==> src/hw/rtl/hrrd_pkg.sv <==
// ----------------------------------------------------------------------------
// hrrd_pkg
// shared types, character codes and match tables for the request detector
// ----------------------------------------------------------------------------
package hrrd_pkg;

	localparam int NCHRS          = 3;
	localparam int HIST_W         = (NCHRS - 1) * 8;
	localparam int VER_PREFIX_LEN = 7;

	localparam logic [7:0] CH_CR = 8'h0D;
	localparam logic [7:0] CH_LF = 8'h0A;
	localparam logic [7:0] CH_SP = 8'h20;
	localparam logic [7:0] CH_G  = 8'h47;
	localparam logic [7:0] CH_H  = 8'h48;
	localparam logic [7:0] CH_0  = 8'h30;
	localparam logic [7:0] CH_1  = 8'h31;

	localparam logic [1:0] PH_METHOD  = 2'd0;
	localparam logic [1:0] PH_VERSION = 2'd1;
	localparam logic [1:0] PH_HEADER  = 2'd2;
	localparam logic [1:0] PH_DONE    = 2'd3;

	localparam logic [1:0] VD_WAIT     = 2'd0;
	localparam logic [1:0] VD_HDR_END  = 2'd1;
	localparam logic [1:0] VD_PASS     = 2'd2;
	localparam logic [1:0] VD_PRESSURE = 2'd3;

	typedef struct packed {
		logic       buffer_pressure;
		logic       first_byte;
		logic [7:0] data_byte;
	} beat_t;

	typedef struct packed {
		logic [1:0] verdict;
		logic       ready_res;
	} result_t;

	// bytes of the method that follow the leading G or H
	function automatic logic [7:0] method_tail(input logic is_head, input logic [2:0] idx);
		logic [7:0] ch;
		ch = CH_SP;
		if (is_head) begin
			unique case (idx)
				3'd0:    ch = 8'h45;
				3'd1:    ch = 8'h41;
				3'd2:    ch = 8'h44;
				default: ch = CH_SP;
			endcase
		end else begin
			unique case (idx)
				3'd0:    ch = 8'h45;
				3'd1:    ch = 8'h54;
				default: ch = CH_SP;
			endcase
		end
		return ch;
	endfunction

	// "HTTP/1."
	function automatic logic [7:0] ver_prefix(input logic [2:0] idx);
		logic [7:0] ch;
		unique case (idx)
			3'd0:    ch = 8'h48;
			3'd1:    ch = 8'h54;
			3'd2:    ch = 8'h54;
			3'd3:    ch = 8'h50;
			3'd4:    ch = 8'h2F;
			3'd5:    ch = 8'h31;
			default: ch = 8'h2E;
		endcase
		return ch;
	endfunction

endpackage

==> src/hw/rtl/hrrd_parser.sv <==
// ----------------------------------------------------------------------------
// hrrd_parser
// parse state registers and the single-byte update of the request scan
// ----------------------------------------------------------------------------
module hrrd_parser (
	input  logic             clk,
	input  logic             arst_n,
	input  logic             en,
	input  logic             check_version,
	input  hrrd_pkg::beat_t  beat,
	output hrrd_pkg::result_t res
);
	import hrrd_pkg::*;

	logic [1:0]        phase_q, phase_d;
	logic [2:0]        mpos_q, mpos_d;
	logic              is_head_q, is_head_d;
	logic [1:0]        runs_q, runs_d;
	logic              in_run_q, in_run_d;
	logic [3:0]        vpos_q, vpos_d;
	logic [HIST_W-1:0] hist_q, hist_d;
	logic [1:0]        verdict_q, verdict_d;

	logic [HIST_W-1:0] hist_e;
	logic [1:0]        v;
	logic [2:0]        idx;
	logic [2:0]        mlen;
	logic [7:0]        c;
	logic              go;

	always_comb begin
		c         = beat.data_byte;
		phase_d   = phase_q;
		mpos_d    = mpos_q;
		is_head_d = is_head_q;
		runs_d    = runs_q;
		in_run_d  = in_run_q;
		vpos_d    = vpos_q;
		hist_e    = hist_q;
		verdict_d = verdict_q;
		if (beat.first_byte) begin
			phase_d   = PH_METHOD;
			mpos_d    = '0;
			is_head_d = 1'b0;
			runs_d    = '0;
			in_run_d  = 1'b0;
			vpos_d    = '0;
			hist_e    = '0;
			verdict_d = VD_WAIT;
		end
		v    = VD_WAIT;
		idx  = mpos_d - 3'd1;
		mlen = is_head_d ? 3'd4 : 3'd3;
		go   = 1'b0;
		unique case (phase_d)
			PH_METHOD: begin
				if (mpos_d == 3'd0) begin
					if (c == CH_G) begin
						is_head_d = 1'b0;
						mpos_d    = 3'd1;
					end else if (c == CH_H) begin
						is_head_d = 1'b1;
						mpos_d    = 3'd1;
					end else begin
						v = VD_PASS;
					end
				end else if (idx >= mlen || c != method_tail(is_head_d, idx)) begin
					v = VD_PASS;
				end else begin
					mpos_d = mpos_d + 3'd1;
					if (idx + 3'd1 == mlen) begin
						if (check_version) begin
							phase_d  = PH_VERSION;
							runs_d   = 2'd1;
							in_run_d = 1'b1;
							vpos_d   = '0;
						end else begin
							phase_d = PH_HEADER;
						end
					end
				end
			end
			PH_VERSION: begin
				if (vpos_d == 4'd0) begin
					if (c == CH_SP) begin
						if (!in_run_d) begin
							runs_d   = runs_d + 2'd1;
							in_run_d = 1'b1;
						end
					end else if (c == CH_CR || c == CH_LF) begin
						v = VD_PASS;
					end else if (runs_d != 2'd2) begin
						in_run_d = 1'b0;
					end else begin
						go = 1'b1;
					end
				end else begin
					go = 1'b1;
				end
				if (go) begin
					if (vpos_d < 4'(VER_PREFIX_LEN)) begin
						if (c != ver_prefix(vpos_d[2:0])) begin
							v = VD_PASS;
						end else begin
							vpos_d = vpos_d + 4'd1;
						end
					end else if (c == CH_0 || c == CH_1) begin
						phase_d = PH_HEADER;
					end else begin
						v = VD_PASS;
					end
				end
			end
			PH_HEADER: begin
				if (c == CH_LF && (hist_e[7:0] == CH_LF ||
						(hist_e[7:0] == CH_CR && hist_e[15:8] == CH_LF))) begin
					v = VD_HDR_END;
				end
			end
			default: begin
				v = VD_WAIT;
			end
		endcase
		res.ready_res = 1'b0;
		if (verdict_d == VD_WAIT) begin
			if (beat.buffer_pressure) begin
				v = VD_PRESSURE;
			end
			if (v != VD_WAIT) begin
				verdict_d     = v;
				phase_d       = PH_DONE;
				res.ready_res = 1'b1;
			end
		end
		res.verdict = verdict_d;
		hist_d      = {hist_e[HIST_W-9:0], c};
	end

	always_ff @(posedge clk or negedge arst_n) begin
		if (!arst_n) begin
			phase_q   <= PH_METHOD;
			mpos_q    <= '0;
			is_head_q <= 1'b0;
			runs_q    <= '0;
			in_run_q  <= 1'b0;
			vpos_q    <= '0;
			hist_q    <= '0;
			verdict_q <= VD_WAIT;
		end else if (en) begin
			phase_q   <= phase_d;
			mpos_q    <= mpos_d;
			is_head_q <= is_head_d;
			runs_q    <= runs_d;
			in_run_q  <= in_run_d;
			vpos_q    <= vpos_d;
			hist_q    <= hist_d;
			verdict_q <= verdict_d;
		end
	end

endmodule

==> src/hw/rtl/http_request_ready_detector_unit.sv <==
// ----------------------------------------------------------------------------
// http_request_ready_detector_unit
// per-byte detector that decides when a received request may be delivered
// ----------------------------------------------------------------------------
// usage:
//   s_axis carries one received byte per beat; tuser marks the first byte of
//   a new connection and buffer pressure. m_axis returns one beat per input
//   beat with the ready pulse and the held verdict.
//   cfg_wr_en/cfg_wr_data write the version check enable; write it only
//   while no beat is in flight.
//   an input beat passes through the input register, then the parse update
//   feeding the result register. one beat per cycle is sustained while
//   m_axis accepts; the parse state update is the only loop.
//   reset clears the parse state to method check, the verdict to waiting,
//   and sets the version check enable.
//   when m_axis stalls the result register and the input register hold their
//   beats; s_axis_tready drops only once both are full.
// ----------------------------------------------------------------------------
module http_request_ready_detector_unit (
	input  logic       clk,
	input  logic       arst_n,
	input  logic       cfg_wr_en,
	input  logic       cfg_wr_data,
	input  logic       s_axis_tvalid,
	output logic       s_axis_tready,
	input  logic [7:0] s_axis_tdata,   // data_byte
	input  logic [1:0] s_axis_tuser,   // first_byte, buffer_pressure
	output logic       m_axis_tvalid,
	input  logic       m_axis_tready,
	output logic [7:0] m_axis_tdata    // ready_res, verdict[1:0], zero fill
);
	import hrrd_pkg::*;

	logic              check_version_q;
	logic              vld_s1;
	beat_t             beat_s1;
	logic              out_vld_q;
	result_t           res_q;
	result_t           res_d;
	logic              adv;

	assign adv           = vld_s1 && (!out_vld_q || m_axis_tready);
	assign s_axis_tready = !vld_s1 || adv;

	always_ff @(posedge clk or negedge arst_n) begin
		if (!arst_n) begin
			check_version_q <= 1'b1;
		end else if (cfg_wr_en) begin
			check_version_q <= cfg_wr_data;
		end
	end

	always_ff @(posedge clk or negedge arst_n) begin
		if (!arst_n) begin
			vld_s1 <= 1'b0;
		end else if (s_axis_tvalid && s_axis_tready) begin
			vld_s1 <= 1'b1;
		end else if (adv) begin
			vld_s1 <= 1'b0;
		end
	end

	always_ff @(posedge clk) begin
		if (s_axis_tvalid && s_axis_tready) begin
			beat_s1.data_byte       <= s_axis_tdata;
			beat_s1.first_byte      <= s_axis_tuser[0];
			beat_s1.buffer_pressure <= s_axis_tuser[1];
		end
	end

	hrrd_parser u_parser (
		.clk           (clk),
		.arst_n        (arst_n),
		.en            (adv),
		.check_version (check_version_q),
		.beat          (beat_s1),
		.res           (res_d)
	);

	always_ff @(posedge clk or negedge arst_n) begin
		if (!arst_n) begin
			out_vld_q <= 1'b0;
		end else if (adv) begin
			out_vld_q <= 1'b1;
		end else if (m_axis_tready) begin
			out_vld_q <= 1'b0;
		end
	end

	always_ff @(posedge clk) begin
		if (adv) begin
			res_q <= res_d;
		end
	end

	assign m_axis_tvalid = out_vld_q;
	assign m_axis_tdata  = {5'd0, res_q.verdict, res_q.ready_res};

	a_ready_has_verdict: assert property (@(posedge clk) disable iff (!arst_n)
		(m_axis_tvalid && m_axis_tdata[0]) |-> (m_axis_tdata[2:1] != VD_WAIT))
		else $error("ready pulse without a verdict");

	a_s1_not_dropped: assert property (@(posedge clk) disable iff (!arst_n)
		(vld_s1 && !adv) |=> vld_s1)
		else $error("input stage beat lost while stalled");

	a_adv_fills_out: assert property (@(posedge clk) disable iff (!arst_n)
		adv |=> out_vld_q)
		else $error("result register not loaded on advance");

endmodule
==> config.mk <==
export PLATFORM = sky130hd
export DESIGN_NAME = http_request_ready_detector_unit
export DESIGN_NICKNAME = d
export VERILOG_FILES = /design/src/hw/rtl/hrrd_pkg.sv /design/src/hw/rtl/hrrd_parser.sv /design/src/hw/rtl/http_request_ready_detector_unit.sv
export SDC_FILE = /design/constraint.sdc
export NUM_CORES = 1
export LEC_CHECK = 0
export ABC_AREA = 1
export BUFFER_PORTS_ARGS = -buffer_cell sky130_fd_sc_hd__buf_2
export CAP_MARGIN = 20
export CORE_ASPECT_RATIO = 0.9
export CORE_MARGIN = 2
export CORE_UTILIZATION = 55
export DETAILED_ROUTE_END_ITERATION = 16
export PLACE_DENSITY = 0.75
export SLEW_MARGIN = 20
export SYNTH_ARGS = -nofsm -noshare
export SYNTH_HDL_FRONTEND = slang
export SYNTH_SLANG_ARGS = --single-unit
==> constraint.sdc <==
create_clock -name clk -period 3.1 [get_ports clk]
set_input_delay 0.31 -clock clk [delete_from_list [all_inputs] [get_ports clk]]
set_output_delay 0.31 -clock clk [all_outputs]
set_load 0.05 [all_outputs]
==> results by group, run 1 <==
Pwr
  – Sw Ratio: 39.73%
  – Worst IR Drop VDD: roughly 400 uV
  – Internal power: 0.001296 W
  – Leakage: ~1.6 nW
  – Switching Power: ~0.00085 W
  – Seq pwr share: 41.5%
  – Pwr Total: between 0.002 and 0.0025 W
  – Power per cell area: 664.8 nW/um^2
  – Comb power frac: 37.7%
  – Clock power share: 20.8%

Logic synthesis
  – Post-Synth Adder-Cell Area: 3.823%
  – Area fraction of the dominant cell type after synthesis: approximately 28%
  – Simple-Gate Fraction of Synth Area: ~30%
  – Compound-Gate Fraction of Synth Area: 12.19%
  – Portion of netlist area occupied by mux cells: 0%
  – Mapped Avg Cell Area: 7.494 um^2
  – FF+latch count, synth: 47
  – Mapped cell area: 2945 um^2
  – Yosys top cell by area: dfrtp_1
  – Synthesized instance count: between 300 and 400
  – Register area share after synthesis: 42.18%
  – Synth Area in XOR/XNOR: less than 1%
  – Largest family of logic cells by synthesized area: simple AND/OR/NAND/NOR gates
  – Yosys cell types: 38
  – Area contributors post-synth: dfrtp_1 (28%), edfxtp_1 (13%), nand2_1 (13%)
  – Yosys warnings: 0

STA
  – Slew margin rel.: 48.18%
  – Slew Limit Fails: 0
  – Min Clock Period, post-route: 2.894 ns
  – Final setup TNS: 0 ns
  – Setup repair after global routing missed its margin: false
  – Final Cycle Share: 93.37%
  – Skew final: 0.006054 ns
  – Fin. Hold Viols: 0
  – Final Setup Violations: 0
  – Worst Max-Slew Pin Slew: 0.7745 ns
  – WHS: 0.07456 ns
  – Max Fclk: 345.5 MHz

Layout
  – Layout cell share with drive strength beyond 1: 13.88%
  – Syn-to-layout area delta: 9.813%
  – Cell area after layout: around 3200 um^2
  – Fill cells: 478
  – Diodes inserted: 0
  – Post-route insts no fill: 485
  – Final #Nets: 442

Critical path
  – Worst Path Max Fanout: 5
  – CP peak stage delay: 0.43 ns
  – CP Cell Sequence: buf_4, inv_8, nand2_1, ha_1, ha_4, inv_1, ha_1, nor2_1, nand2_1, nor2_1, nand3_1, inv_1, nand2_1, nor2_1, nand4_1, nand3_1, nand2_1, a21oi_1, nor2_1
  – Data arrival, critical path: 3.10 ns
  – Worst path slowest cell: edfxtp_1
  – Startpoint types: flop
  – Slack of the worst reg-to-reg path: 0.21 ns
  – Setup CP Type: reg2reg
  – Crit end category: flop
  – Critical R2R Capture: u_parser.vpos_q[0]$_DFFE_PN0P_
  – Critical Path RT: between 3 and 4 ns
  – Reg2reg path depth: 19
  – FF-to-FF Start: beat_s1[8]$_DFFE_PP_

Clock network
  – H-tree depth: 2
  – Clock insertion delay at the later pin of the skew report: around 0.31 ns
  – Worst-path clk slew: ~0.09 ns
  – Cts bufs inserted: 5
  – Clk root buf: clkbuf_8
  – CTS tree: built
  – CTS max path bufs: 2
  – Clock sink count: 47

Floorplanning
  – Initial cell density of the core: approximately 56%
  – Die height: 73.43 um
  – FP Rows: 25
  – # IOs: 26
  – Die W: 81.14 um
  – Die area: between 5000 and 6000 um^2
  – Area of the core: 5224 um^2

Drt
  – Detailed-route via count: around 2,600
  – First drt pass iteration count: 5
  – Routed WL per cell: 13.55 um
  – Post-Route WL: about 6.6 mm
  – # DRC: 0
  – Vias per inst: 5.416
  – Iteration-0 DRC Markers: 212
  – Post-route ant nets: 0

Placed design
  – I/O Buffers: 20
  – Cells after DPL: between 400 and 500
  – Placed instance area: about 3100 um^2
  – Detailed Place HPWL: 4.892 mm
  – Routability congestion estimate: 0.9520

Hold path
  – Worst Hold Class: in2async

Global route
  – Initial antenna violation count: 0
  – Pin count of the biggest net entering global routing: 35
  – GR Overflow Total: 0
  – Number of global-route vias before repair: 2,347
  – First-pass GRT wire length: 11.05 mm
  – All-Layer GR Usage: 24.42%

Job
  – MaxCap Viol Count: 0

Status
  – Status: finished, final reports clean
[power by group through the flow]
stage	clock network, W	logic [W]	registers, W
2_1_floorplan	0	0.000582	0.000908
3_3_place_gp	0	0.000751	0.000897
3_5_place_dp	0	0.000773	0.000902
4_1_cts	0.000453	0.000776	0.000890
5_1_grt	0.000482	0.000934	0.000910
6_report	0.000446	0.000811	0.000893
[registers in the layout, summed over array words and instances, names as in the netlist]
| name | cells |
|---|---|
| m_axis_tdata | 3 |
| u_parser.hist_q | 16 |
| vld_s1 | 1 |
| u_parser.in_run_q | 1 |
| beat_s1 | 10 |
| u_parser.vpos_q | 4 |
| u_parser.is_head_q | 1 |
| u_parser.verdict_q | 2 |
| u_parser.runs_q | 2 |
| check_version_q | 1 |
| m_axis_tvalid | 1 |
| u_parser.mpos_q | 3 |
| u_parser.phase_q | 2 |
[what timing repair did]
item / 4_1_cts / 5_1_grt
hold endpoints to repair: 0 / 0
resized for setup: 0 / 4
hold buffers: 0 / 0
setup endpoints to repair: 0 / 6
buffers inserted: 0 / 1
[Yosys cell counts, drive strengths merged]
master / instances
a21boi: 2
a21oi: 17
a22oi: 3
a31oi: 2
a32oi: 1
buf: 9
clkbuf: 4
clkinv: 1
conb: 1
dfrtp: 33
dfstp: 1
edfxtp: 13
ha: 9
inv: 59
nand2: 108
nand3: 35
nand3b: 1
nand4: 9
nor2: 36
nor3: 5
nor4: 2
o211ai: 4
o21ai: 34
o31ai: 1
or2: 1
xor2: 2
[layout by cell type, fill, tap and decap left out, types with 4 or more instances in the layout]
cell type    n
dfrtp_1     33
edfxtp_1    13
a21oi_1     14
buf_2       20
inv_1       55
nand4_1      9
conb_1       5
o21ai_0     33
o211ai_1     4
nor2_2       4
nand3_1     32
ha_1         8
nor3_1       5
nand2_2      5
buf_4        6
nand2_1    102
clkbuf_8     5
nor2_1      30
[metal layers]
layer	wire (um)	track usage, %
met1	3056	34.15
met2	2984	38.48
met3	346	3.686
met4	183	9.228
met5	0	0
[area by class of cell]
type | instances | area (um^2) | area share [%]
sequential | 47 | 1242 | 38.41
tap | 67 | 83.83 | 2.592
clock inverter | 3 | 38.79 | 1.199
inverter | 60 | 232.7 | 7.195
clock buffer | 5 | 68.82 | 2.128
multi-input combinational | 277 | 1423 | 43.98
timing repair buffer | 26 | 145.1 | 4.487
[stage by stage]
step                      utilization, %  worst slack [ns]
after detailed placement           59.11            0.1467
final                              61.92            0.2055
after global placement             59.11            0.2959
after CTS                          61.17            0.1240
after floorplan                        -            0.3647
after global routing               61.92          0.005354
[worst max-delay path, delay by kind of cell (launching register included)]
kind | cells | cell delay, ns
compound gates | 1 | 0.12
fa+ha+maj | 3 | 0.72
buf+inv | 4 | 0.31
flops | 1 | 0.43
simple gates | 11 | 1.21
[cells by family (layout without fill, tap and decap cells)]
group	Yosys count	in the layout
DFF	47	47
xor gates and xnor gates	2	2
and+or+nand+nor	197	197
adders and majority gates	9	9
buffers and inverters	73	94
other	1	5
AOI/OAI and AO/OA	64	64
[worst max-delay path by stage]
stage / start / endpoint / slack (ns) / cells after the start
finish: beat_s1[8]$_DFFE_PP_ / u_parser.vpos_q[0]$_DFFE_PN0P_ / 0.21 / 19
global placement: beat_s1[8]$_DFFE_PP_ / m_axis_tdata[0]$_SDFFCE_PP0P_ / 0.30 / 18
CTS: beat_s1[8]$_DFFE_PP_ / m_axis_tdata[0]$_SDFFCE_PP0P_ / 0.12 / 18
global route: beat_s1[8]$_DFFE_PP_ / u_parser.vpos_q[0]$_DFFE_PN0P_ / 0.005 / 19
floorplan: beat_s1[8]$_DFFE_PP_ / m_axis_tdata[0]$_SDFFCE_PP0P_ / 0.36 / 19
detailed placement: beat_s1[8]$_DFFE_PP_ / m_axis_tdata[0]$_SDFFCE_PP0P_ / 0.15 / 18
Power figures use the tool's default switching activity.
==> inputs of run 2 (changes only) <==
Settings changed: GPL_TIMING_DRIVEN set to 0.
==> run 2 against run 1 <==
  * Sequential power barely moved
  * First-iteration DRC count rose by 37%
  * Core utilization rose by 2.2 points
  * Combinational power rose by 3.9%
  * Non-clock buffer count rose by 10
  * Via count rose by 1.4%
  * Die area did not move
==> results by group, run 2 (synthesized netlist as in run 1, its figures left out) <==
Layout
  – Syn-to-layout area delta: 13.76%
  – Final #Nets: 452 (+2.3%)
  – Cell area after layout: 3351 um^2 (+3.6%)
  – Max reg flops: 16 (unchanged)
  – Layout Utilization: 64.14% (+2.2 points)
  – Layout cell share with drive strength beyond 1: 15.89% (+2.0 points)
  – Reg with most FFs: u_parser.hist_q
  – Diodes inserted: 0 (unchanged)
  – Most frequent cells in the layout: nand2_1 (101), inv_1 (55), dfrtp_1 (33)
  – Largest regs: u_parser.hist_q: 16 flops, beat_s1: 10 flops, u_parser.vpos_q: 4 flops
  – Most common cell after layout, fill and taps aside: nand2_1
  – Post-route insts no fill: 495 (+2.1%)

Floorplanning
  – Die height: 73.43 um (unchanged)
  – # IOs: 26 (unchanged)
  – Die area: 5957 um^2 (unchanged)
  – FP Rows: 25 (unchanged)
  – Die W: 81.14 um (unchanged)
  – Initial cell density of the core: 56.38% (unchanged)
  – Area of the core: 5224 um^2 (unchanged)

Critical path
  – CP peak stage delay: 0.42 ns (about the same)
  – Setup CP Type: reg2reg
  – FF-to-FF Start: beat_s1[8]$_DFFE_PP_
  – Critical R2R Capture: u_parser.vpos_q[0]$_DFFE_PN0P_
  – Crit path top cell by count: nor2_1
  – Worst Path Max Fanout: 10 (+5)
  – Startpoint types: flop
  – Reg2reg path depth: 20 (+1)
  – CP Cell Sequence: buf_12, inv_8, buf_12, nand2_2, ha_4, ha_4, inv_1, ha_1, nor2_1, nand2_1, nor2_1, nand3_1, inv_1, nand2_1, nor2_1, nand4_1, nand3_1, nand2_1, a21oi_1, nor2_1
  – Worst path slowest cell: edfxtp_1
  – Data arrival, critical path: 3.05 ns (-0.05 ns)
  – Crit end category: flop
  – Critical Path RT: 3.31 ns (about the same)
  – Slack of the worst reg-to-reg path: 0.26 ns (+0.05 ns)

Pwr
  – Leakage: 1.651 nW (+3.3%)
  – Pwr Total: 0.002218 W (+3.1%)
  – Worst IR Drop VDD: 407.0 uV (+0.14%)
  – Power per cell area: 661.8 nW/um^2 (-0.44%)

Global route
  – Pin count of the biggest net entering global routing: 35 (unchanged)
  – GR Overflow Total: 0 (unchanged)
  – Met1 Track Usage GR: 35.05% (+0.90 points)
  – Initial antenna violation count: 0 (unchanged)
  – Number of global-route vias before repair: 2,542 (+8.3%)
  – Grt met2 use: 41.05% (+2.6 points)
  – All-Layer GR Usage: 25.37% (+0.95 points)
  – Grt met3 use: 4.300% (+0.61 points)
  – First-pass GRT wire length: 11.65 mm (+5.5%)
  – Layer with the highest usage: met2

STA
  – Final Cycle Share: 91.67% (-1.7 points)
  – WHS: 0.08047 ns (+0.005913 ns)
  – Min Clock Period, post-route: 2.842 ns (-0.05273 ns)
  – Setup repair after global routing missed its margin: false
  – Slew margin rel.: 46.88% (-1.3 points)
  – Skew final: 0.01050 ns (+0.004443 ns)
  – Slew Limit Fails: 0 (unchanged)
  – Final Setup Violations: 0 (unchanged)
  – Worst Max-Slew Pin Slew: 0.7968 ns (+0.02233 ns)
  – Max Fclk: 351.9 MHz (+1.9%)
  – Fin. Hold Viols: 0 (unchanged)

Clock network
  – Worst-path clk slew: 0.09 ns (about the same)
  – Clock insertion delay at the later pin of the skew report: 0.30 ns (about the same)
  – Clock sink count: 47 (unchanged)
  – CTS tree: built
  – CTS max path bufs: 2 (unchanged)
  – H-tree depth: 2 (unchanged)
  – Clk root buf: clkbuf_8
  – Cts hold-fix bufs: 0 (unchanged)
  – Cts bufs inserted: 5 (unchanged)

Status
  – Status: finished, final reports clean

Placed design
  – I/O Buffers: 20 (unchanged)
  – Cells after DPL: 484 (+1.7%)
  – Detailed Place HPWL: 5.071 mm (+3.7%)
  – Routability congestion estimate: 0.9146 (-3.9%)
  – Placed instance area: 3144 um^2 (+1.8%)

Drt
  – Post-Route WL: 6.757 mm (+2.8%)
  – Vias per inst: 5.382 (-0.64%)
  – Iteration-0 DRC Markers: 290 (+37%)
  – # DRC: 0 (unchanged)
  – Post-route ant nets: 0 (unchanged)
  – Detailed-route via count: 2,664 (+1.4%)
  – First drt pass iteration count: 5 (unchanged)
  – Routed WL per cell: 13.65 um (+0.75%)

Job
  – MaxCap Viol Count: 0 (unchanged)

Hold path
  – Worst Hold Class: in2async
run 2: changes by cell type in the layout (fill, tap and decap cells not counted), moves of 2 or more:
cell      delta
clkbuf_1     +4
buf_12       +2
buf_2        +2
buf_4        +2
run 2: timing repair:
| action | 4_1_cts | 5_1_grt |
|---|---|---|
| setup buffers | 0 | 3 |
| pin swaps | 0 | 3 |
| resized for setup | 1 | 11 |
| endpoints found under the setup margin | 2 | 15 |
run 2: worst max-delay path by stage:
stage                                    start                        endpoint  slack (ns)  cells after the start
after floorplan           beat_s1[8]$_DFFE_PP_   m_axis_tdata[0]$_SDFFCE_PP0P_        0.36                     19
after global placement    beat_s1[8]$_DFFE_PP_   m_axis_tdata[0]$_SDFFCE_PP0P_      -0.003                     19
after detailed placement  beat_s1[8]$_DFFE_PP_   m_axis_tdata[0]$_SDFFCE_PP0P_       -0.05                     19
after CTS                 beat_s1[8]$_DFFE_PP_   m_axis_tdata[0]$_SDFFCE_PP0P_       0.008                     19
after global routing      beat_s1[8]$_DFFE_PP_  u_parser.vpos_q[1]$_DFFE_PN0P_       0.007                     20
final                     beat_s1[8]$_DFFE_PP_  u_parser.vpos_q[0]$_DFFE_PN0P_        0.26                     20
run 2: stage by stage:
stage / setup TNS [ns] / setup slack [ns]
after floorplan: 0 / 0.3647
after global placement: -0.003426 / -0.003426
after detailed placement: -0.05754 / -0.05256
after CTS: 0 / 0.007648
after global routing: 0 / 0.006882
final: 0 / 0.2582
run 2: final cells by class:
type	count	area (um^2)
clock inverters	2	38.79
well taps	67	83.83
fillers	498	1873
multi-input cells	277	1445
clock buffers	6	82.58
flip-flops and latches	47	1242
inverters	60	232.7
repair buffers	23	122.6
plain buffers	13	102.6
run 2: report_power, final:
group          switching [W]  total, W  leakage [nW]  internal, W
clock network       0.000216  0.000481        0.0618     0.000265
registers           0.000105  0.000893         0.544     0.000788
logic               0.000555  0.000843          1.05     0.000288
total               0.000876   0.00222          1.65      0.00134
run 2: metal layers:
layer | vias up | wire length (um)
met5 | - | 0
met4 | 0 | 112
met3 | 12 | 367
met2 | 92 | 3111
met1 | 1215 | 3165
li1 | 1345 | -
run 2: worst max-delay path: cells and delay by family (launching register included):
family	cells	cell delay [ns]
buf+inv	5	0.45
fa+ha+maj	3	0.62
simple gates	11	1.10
flops	1	0.42
compound gates	1	0.14
